$ cat src/rtl/sqvs_pkg.sv
// shared types, constants and sine lookup for the sprite quad vertex setup block
`timescale 1ns / 1ps
package sqvs_pkg;

  localparam int MAX_SLOTS  = 32;
  localparam int MAX_QUADS  = 8192;
  localparam int SLOT_W     = $clog2(MAX_SLOTS);
  localparam int SLOT_CNT_W = $clog2(MAX_SLOTS + 1);
  localparam int VCNT_CAP   = MAX_QUADS * 4;
  localparam int VCNT_W     = $clog2(VCNT_CAP + 1);
  localparam int TEX_SLOT_W = 5;
  localparam int VIDX_W     = 15;

  localparam logic [15:0] SINE_LUT [0:64] = '{
    16'd0,     16'd804,   16'd1608,  16'd2411,  16'd3212,  16'd4011,  16'd4808,  16'd5602,
    16'd6393,  16'd7180,  16'd7962,  16'd8740,  16'd9512,  16'd10279, 16'd11039, 16'd11793,
    16'd12540, 16'd13279, 16'd14010, 16'd14733, 16'd15447, 16'd16151, 16'd16846, 16'd17531,
    16'd18205, 16'd18868, 16'd19520, 16'd20160, 16'd20788, 16'd21403, 16'd22006, 16'd22595,
    16'd23170, 16'd23732, 16'd24279, 16'd24812, 16'd25330, 16'd25833, 16'd26320, 16'd26791,
    16'd27246, 16'd27684, 16'd28106, 16'd28511, 16'd28899, 16'd29269, 16'd29622, 16'd29957,
    16'd30274, 16'd30572, 16'd30853, 16'd31114, 16'd31357, 16'd31581, 16'd31786, 16'd31972,
    16'd32138, 16'd32286, 16'd32413, 16'd32522, 16'd32610, 16'd32679, 16'd32729, 16'd32758,
    16'd32768
  };

  typedef struct packed {
    logic        new_scene;
    logic [31:0] pos_x;
    logic [31:0] pos_y;
    logic [31:0] pos_z;
    logic [31:0] size_x;
    logic [31:0] size_y;
    logic [15:0] rotation_angle;
    logic [31:0] colour_rgba;
    logic        textured;
    logic [31:0] texture_id;
    logic [15:0] tiling;
  } sqvs_in_t;

  typedef struct packed {
    logic [31:0]           vert_x;
    logic [31:0]           vert_y;
    logic [31:0]           vert_z;
    logic [1:0]            corner;
    logic [31:0]           vert_colour;
    logic [TEX_SLOT_W-1:0] tex_slot;
    logic [15:0]           vert_tiling;
    logic [VIDX_W-1:0]     vertex_index;
    logic                  slot_full;
    logic                  batch_full;
    logic                  last;
  } sqvs_out_t;

  // search token handed from cell to cell
  typedef struct packed {
    logic              valid;
    logic              found;
    logic [SLOT_W-1:0] slot;
  } sqvs_tok_t;

  typedef struct packed {
    logic              en;
    logic [SLOT_W-1:0] idx;
    logic [31:0]       data;
  } sqvs_wr_t;

  // r in 0..16384, result q1.15
  function automatic logic signed [16:0] quarter_sine(input logic [14:0] r);
    logic [6:0]  i;
    logic [7:0]  f;
    logic [15:0] lo;
    logic [15:0] hi;
    logic [23:0] d;
    begin
      i = r[14:8];
      f = r[7:0];
      if (i >= 7'd64) begin
        quarter_sine = 17'sd32768;
      end else begin
        lo = SINE_LUT[i];
        hi = SINE_LUT[i + 7'd1];
        d  = (hi - lo) * f;
        quarter_sine = $signed({1'b0, lo + 16'(d[23:8])});
      end
    end
  endfunction

  function automatic logic signed [16:0] sine16(input logic [15:0] a);
    logic [14:0]        r;
    logic signed [16:0] m;
    begin
      r = {1'b0, a[13:0]};
      m = a[14] ? quarter_sine(15'd16384 - r) : quarter_sine(r);
      sine16 = a[15] ? -m : m;
    end
  endfunction

endpackage

$ cat src/rtl/sqvs_slot_cell.sv
// one slot table entry with its stage of the texture search chain
`timescale 1ns / 1ps
module sqvs_slot_cell import sqvs_pkg::*; (
  input  logic                  clk,
  input  logic                  rst,
  input  logic [SLOT_W-1:0]     idx,
  input  logic [31:0]           tid,
  input  logic [SLOT_CNT_W-1:0] count,
  input  sqvs_wr_t              wr,
  input  sqvs_tok_t             tok_in,
  output sqvs_tok_t             tok_out
);

  logic [31:0] entry;
  logic        hit;

  // slot 0 is the white slot and never holds a handle
  assign hit = (idx != '0) && (SLOT_CNT_W'(idx) < count) && (entry == tid);

  always_ff @(posedge clk) begin
    if (wr.en && wr.idx == idx) begin
      entry <= wr.data;
    end
  end

  always_ff @(posedge clk) begin
    if (rst) begin
      tok_out <= '0;
    end else begin
      tok_out.valid <= tok_in.valid;
      if (tok_in.valid && !tok_in.found && hit) begin
        tok_out.found <= 1'b1;
        tok_out.slot  <= idx;
      end else begin
        tok_out.found <= tok_in.found;
        tok_out.slot  <= tok_in.slot;
      end
    end
  end

endmodule

$ cat config.mk
export PLATFORM = sky130hd
export DESIGN_NAME = sqvs_slot_cell
export DESIGN_NICKNAME = d
export VERILOG_FILES = /design/src/rtl/sqvs_pkg.sv /design/src/rtl/sqvs_slot_cell.sv
export SDC_FILE = /design/constraint.sdc
export NUM_CORES = 1
export LEC_CHECK = 0
export BUFFER_PORTS_ARGS = -buffer_cell sky130_fd_sc_hd__buf_2
export CAP_MARGIN = 20
export CORE_MARGIN = 8
export CORE_UTILIZATION = 40
export CTS_CLUSTER_DIAMETER = 40
export DETAILED_ROUTE_END_ITERATION = 8
export PLACE_DENSITY_LB_ADDON = 0.05
export RECOVER_POWER = 25
export SLEW_MARGIN = 10
export SYNTH_ARGS = -nofsm -noshare
export SYNTH_HDL_FRONTEND = slang
export SYNTH_SLANG_ARGS = --single-unit
$ cat constraint.sdc
create_clock -name clk -period 1.75 [get_ports clk]
set_input_delay 0.0875 -clock clk [delete_from_list [all_inputs] [get_ports clk]]
set_output_delay 0.0875 -clock clk [all_outputs]
set_load 0.1 [all_outputs]
==> results of run 1 <==
## metal layers
metal	wire [um]	up-vias	global-route usage, %
met5	0	-	0
met4	43	0	3.67
met3	447	5	7.42
met2	2330	56	23.6
met1	1730	662	12.9
li1	-	736	-
## state kept, by name (all words and copies together), names as in the netlist
name and count:
entry 32, tok_out 7
## what timing repair did
item	4_1_cts	5_1_grt
hold buffers	32	0
hold endpoints to repair	32	0
gates resized for setup	4	0
setup endpoints to repair	6	6
pin swaps	3	2
## cell usage after synthesis, types with 2 or more instances
master    instances  share of area (%)
a21oi_1           2               0.56
dfxtp_1           7                7.8
edfxtp_1         32                 54
ha_1              4                2.8
inv_1             7                1.5
mux2i_1           5                2.8
nand2b_1         11                3.8
nor2_1            2               0.42
nor4_1            8                2.8
xor2_1           35                 17
## layout make-up
class	count	area, um^2
Tap cell	52	65.1
Inverter	7	26.3
Clock buffer	6	72.6
Clock inverter	2	12.5
Timing Repair Buffer	134	862
Sequential cell	39	1100
Multi-Input combinational cell	81	681
Fill cell	353	1500
## per-stage QoR
stage | setup slack (ns) | area, um^2 | hold slack, ns | std cells
after global placement | -0.119 | 2390 | 0.264 | 281
after floorplan | -0.0465 | 1790 | 0.186 | 128
after CTS | -0.0179 | 2820 | 0.0437 | 321
after global routing | -0.135 | 2820 | 0.0394 | 321
final | 0.00110 | 2820 | 0.0518 | 321
after detailed placement | -0.193 | 2390 | 0.266 | 281
## worst paths after layout
kind                                start          to  depth (start not counted)  slack [ns]
worst max-delay path            entry[14]  tok_out[3]                          6       0.001
worst min-delay path            tok_in[6]  tok_out[6]                          3        0.05
worst max register to register  entry[14]  tok_out[3]                          6       0.001
worst min register to register   entry[5]  tok_out[4]                          6        0.98
## critical path: cells and delay by family (launching register included)
family | cells | cell delay [ns]
xor gates and xnor gates | 1 | 0.16
AOI/OAI and AO/OA | 1 | 0.19
DFF | 1 | 0.38
muxes | 1 | 0.18
and+or+nand+nor | 2 | 0.62
buffers and inverters | 1 | 0.17
## cells by family (layout without fill, tap and decap cells)
| logic type | count (synthesis) | after routing | share of synthesized area [%] |
|---|---|---|---|
| AO/OA/AOI/OAI | 6 | 6 | 2.37 |
| adder cells (fa/ha/maj) | 4 | 4 | 2.79 |
| XOR/XNOR | 36 | 36 | 17.6 |
| AND/OR/NAND/NOR | 30 | 30 | 11.4 |
| buffers and inverters | 8 | 149 | 1.67 |
| multiplexers | 5 | 5 | 2.79 |
| flip-flops | 39 | 39 | 61.4 |
## where the power goes
part	total (mW)	internal (mW)	leakage, nW	switching (mW)
Sequential	1.03	1.03	0.347	0.00750
Clock	0.583	0.278	0.0412	0.305
Combinational	0.344	0.179	0.851	0.165
==> flow_summary.ini, run 1 <==
[min_path]
min_path_type = input pin to flip-flop

[critical_path]
cp_cell_sequence = xor2_1, nor4_2, o211ai_1, nor4_4, buf_6, mux2i_1
criticalPathCategory = flip-flop to flip-flop
end_kind = flip-flop
cp-start-kind = flip-flop
cp_data_required_time_ns = 1.97
max_stage_delay_ns = 0.38
critical_path.max_fanout = 6
cp.arrival_ns = 1.97
slowest_stage = edfxtp_1

[die]
top_level_ports = 97
initial_core_util_pct = 41.5
die_h_um = 83.0
die_w_um = 83.0
die_area_um2 = 6880
core_um2 = 4320
rows = 24

[sta]
grt_setup_unrepaired = yes
period_needed_ns = 1.75
finalClockSkew_ns = 0.00702
clock.fmax_mhz = 572
tightest_slew_ns = 0.488
finalSetupViolations = 0
slew_headroom_pct = 67.7
final_hold_viol_count = 0
post-route-period-util_pct = 99.9
maxSlewViolCount = 0
finalSetupTns_ns = 0

[grt]
grt_max_degree = 33
grt_pass1_wl_mm = 7.56
grt_usage_pct = 13.3
overflow = 0
grt_antenna_before_repair = 0
grt_pass1_vias = 1693

[placed_design]
gp_congestion = 0.839
portBuffers = 96
dp_hpwl_mm = 3.48

[synth]
postSynthAreaPerCell_um2 = 14.0
yosys_most_used_dff = edfxtp_1
netlist_instances = 128
netlist_area_um2 = 1790
synth_edf_count = 32
synth-seq-cells = 39
yosys_warnings = 0
async_flop_share_pct = 0
synthDistinctLibCells = 25
seq_area_frac_synth_pct = 61.4
syn_nets = 222

[final_layout]
diodes = 0
fin_nets = 362
areaGrowthSynthToFinish_pct = 57.3
fin_util_pct = 65.2
layout_commonest_cell = buf_2
mostFrequentLayoutCells = buf_2 (96), xor2_1 (35), edfxtp_1 (32), dlygate4sd3_1 (32), nand2b_1 (11)
drive_above_1_share_pct = 42.8

[detailed_routing]
initialDrtViolationCount = 35
drt-vias-per-instance = 4.55
ant_nets = 0
drc = 0
wire_per_inst_um = 14.2
drt_wl_total_mm = 4.55
vias = 1459
first_pass_iters = 4

[power]
power_mw = 1.96
p_leak_nw = 1.24
vdd_drop_max_uv = 563
cellPowerDensity_nw_per_um2 = 696

[run_status]
status = finished, final reports clean

[clocking]
cts_buffer_depth = 2
worstSkewPairLatency_ns = 0.29
clk_pin_slew_ns = 0.07
cts_tree = yes
htree_levels = 2
root_buffer = clkbuf_8
post_cts_buffers = 0
cts_buffers = 5
clock_sinks = 39

[flow_run]
cap_violations = 0
No activity file was read; power rests on OpenSTA's default activity.
==> run 2: changes to the inputs <==
--- a/config.mk
+++ b/config.mk
@@ -10,4 +10,5 @@
 export CORE_MARGIN = 8
 export CORE_UTILIZATION = 40
+export CTS_BUF_LIST = sky130_fd_sc_hd__clkbuf_16
 export CTS_CLUSTER_DIAMETER = 40
 export DETAILED_ROUTE_END_ITERATION = 8
==> constraint.sdc (replaced) <==
create_clock -name clk -period 1.75 [get_ports clk]
set_input_delay 0.0875 -clock clk [delete_from_list [all_inputs] [get_ports clk]]
set_output_delay 0.0875 -clock clk [all_outputs]
set_load 0.05 [all_outputs]
==> flow_summary.ini, run 2 (synthesized netlist as in run 1, its figures left out) <==
[run_status]
status = finished, final reports clean

[detailed_routing]
wire_per_inst_um = 14.1
drt_wl_total_mm = 4.54
ant_nets = 0
drt-vias-per-instance = 4.58
vias = 1469
drc = 0
first_pass_iters = 4
initialDrtViolationCount = 30

[final_layout]
regMostFlops = entry
largest_reg_flops = 32
layout_commonest_cell = buf_2
top_regs = entry x32, tok_out x7
diodes = 0
areaGrowthSynthToFinish_pct = 60.4
mostFrequentLayoutCells = buf_2 (96), xor2_1 (35), edfxtp_1 (32), dlygate4sd3_1 (32), nand2b_1 (11)
fin_util_pct = 66.5
fin_nets = 362
drive_above_1_share_pct = 42.8

[die]
top_level_ports = 97
initial_core_util_pct = 41.5
core_um2 = 4320
rows = 24
die_area_um2 = 6880
die_w_um = 83.0
die_h_um = 83.0

[grt]
grt-busiest-layer = met2
grt_max_degree = 33
grt_usage_pct = 13.3
use_met1_pct = 13.1
grt_antenna_before_repair = 0
grtUsageMet2_pct = 23.8
met3_usage_pct = 6.54
overflow = 0
grt_pass1_vias = 1687
grt_pass1_wl_mm = 7.60

[sta]
finalSetupViolations = 0
final_hold_viol_count = 0
post-route-period-util_pct = 100
clock.fmax_mhz = 571
grt_setup_unrepaired = yes
tightest_slew_ns = 0.273
slew_headroom_pct = 81.6
maxSlewViolCount = 0
finalClockSkew_ns = 0.00296
period_needed_ns = 1.75

[placed_design]
dp_hpwl_mm = 3.48
portBuffers = 96
gp_congestion = 0.839

[clocking]
post_cts_buffers = 0
cts_buffers = 5
worstSkewPairLatency_ns = 0.27
clk_pin_slew_ns = 0.06
root_buffer = clkbuf_16
cts_buffer_depth = 2
clock_sinks = 39
htree_levels = 2
cts_tree = yes

[power]
pwr-share-seq_pct = 47.1
p_leak_nw = 1.27
vdd_drop_max_uv = 656
cellPowerDensity_nw_per_um2 = 764
power.internal_mw = 1.73
clkPwrFrac_pct = 38.7
p_switching_uw = 472
combPwrFrac_pct = 14.2
p_sw_share_pct = 21.5
power_mw = 2.20

[critical_path]
max_stage_delay_ns = 0.37
cp_data_required_time_ns = 1.95
critPathTopFamily = simple AND/OR/NAND/NOR gates
cp.arrival_ns = 1.95
end_kind = flip-flop
critical_path.max_fanout = 6
cp-start-kind = flip-flop
cp_cell_sequence = xor2_1, nor4_2, o211ai_1, nor4_4, buf_6, mux2i_1
cp.buffers_inverters = 1
slowest_stage = edfxtp_1
criticalPathCategory = flip-flop to flip-flop

[flow_run]
cap_violations = 0

[min_path]
min_path_type = input pin to flip-flop
-- run 2: cell types whose count changed in the layout (fill, tap and decap cells not counted), sizes merged --
cell	change
clkbuf	-1
inv	+1
-- run 2: routing by layer --
| layer | wire length [um] | vias up | part of all wire (%) |
|---|---|---|---|
| li1 | - | 738 | - |
| met1 | 1710 | 671 | 38 |
| met2 | 2360 | 56 | 52 |
| met3 | 435 | 4 | 9.6 |
| met4 | 37 | 0 | 0.81 |
| met5 | 0 | - | 0 |
-- run 2: final timing paths --
check,startpoint,end,slack [ns],cells after the start
max reg2reg,entry[14],tok_out[3],0.0001,6
min,tok_in[6],tok_out[6],0.07,3
max,entry[14],tok_out[3],0.0001,6
min reg2reg,entry[5],tok_out[4],0.98,6
-- run 2: metrics by stage --
stage | hold WS (ns) | instance area (um^2) | setup WS, ns | setup TNS [ns] | cells
floorplan | 0.186 | 1790 | -0.0465 | -0.232 | 128
global placement | 0.264 | 2390 | -0.119 | -0.639 | 281
detailed placement | 0.266 | 2390 | -0.193 | -1.03 | 281
CTS | 0.0618 | 2880 | -0.0176 | -0.0359 | 321
global route | 0.0654 | 2880 | -0.137 | -0.642 | 321
finish | 0.0668 | 2880 | 0.000118 | 0 | 321
-- run 2: tightest hold or removal path: stages --
cell and delay, ns:
buf_2 0.08, inv_1 0.04, nor2_1 0.09
-- run 2: area by class of cell --
class	count	area, um^2
flip-flops and latches	39	1100
multi-input cells	81	681
inverters	7	26.3
well taps	52	65.1
fillers	348	1450
clock buffers	5	125
clock inverters	3	16.3
repair buffers	134	862
-- run 2: repair_timing --
action | in CTS | in global routing
pin swaps | 3 | 2
endpoints found under the hold margin | 32 | 0
hold buffers | 32 | 0
resized for setup | 4 | 0
endpoints found under the setup margin | 6 | 6
-- run 2: power by group through the flow --
stage | combinational [mW] | sequential [mW] | clock (mW)
6_report | 0.312 | 1.04 | 0.850
5_1_grt | 0.342 | 1.04 | 0.914
4_1_cts | 0.313 | 1.04 | 0.876
3_5_place_dp | 0.252 | 1.06 | 0
3_3_place_gp | 0.247 | 1.06 | 0
2_1_floorplan | 0.0812 | 1.09 | 0
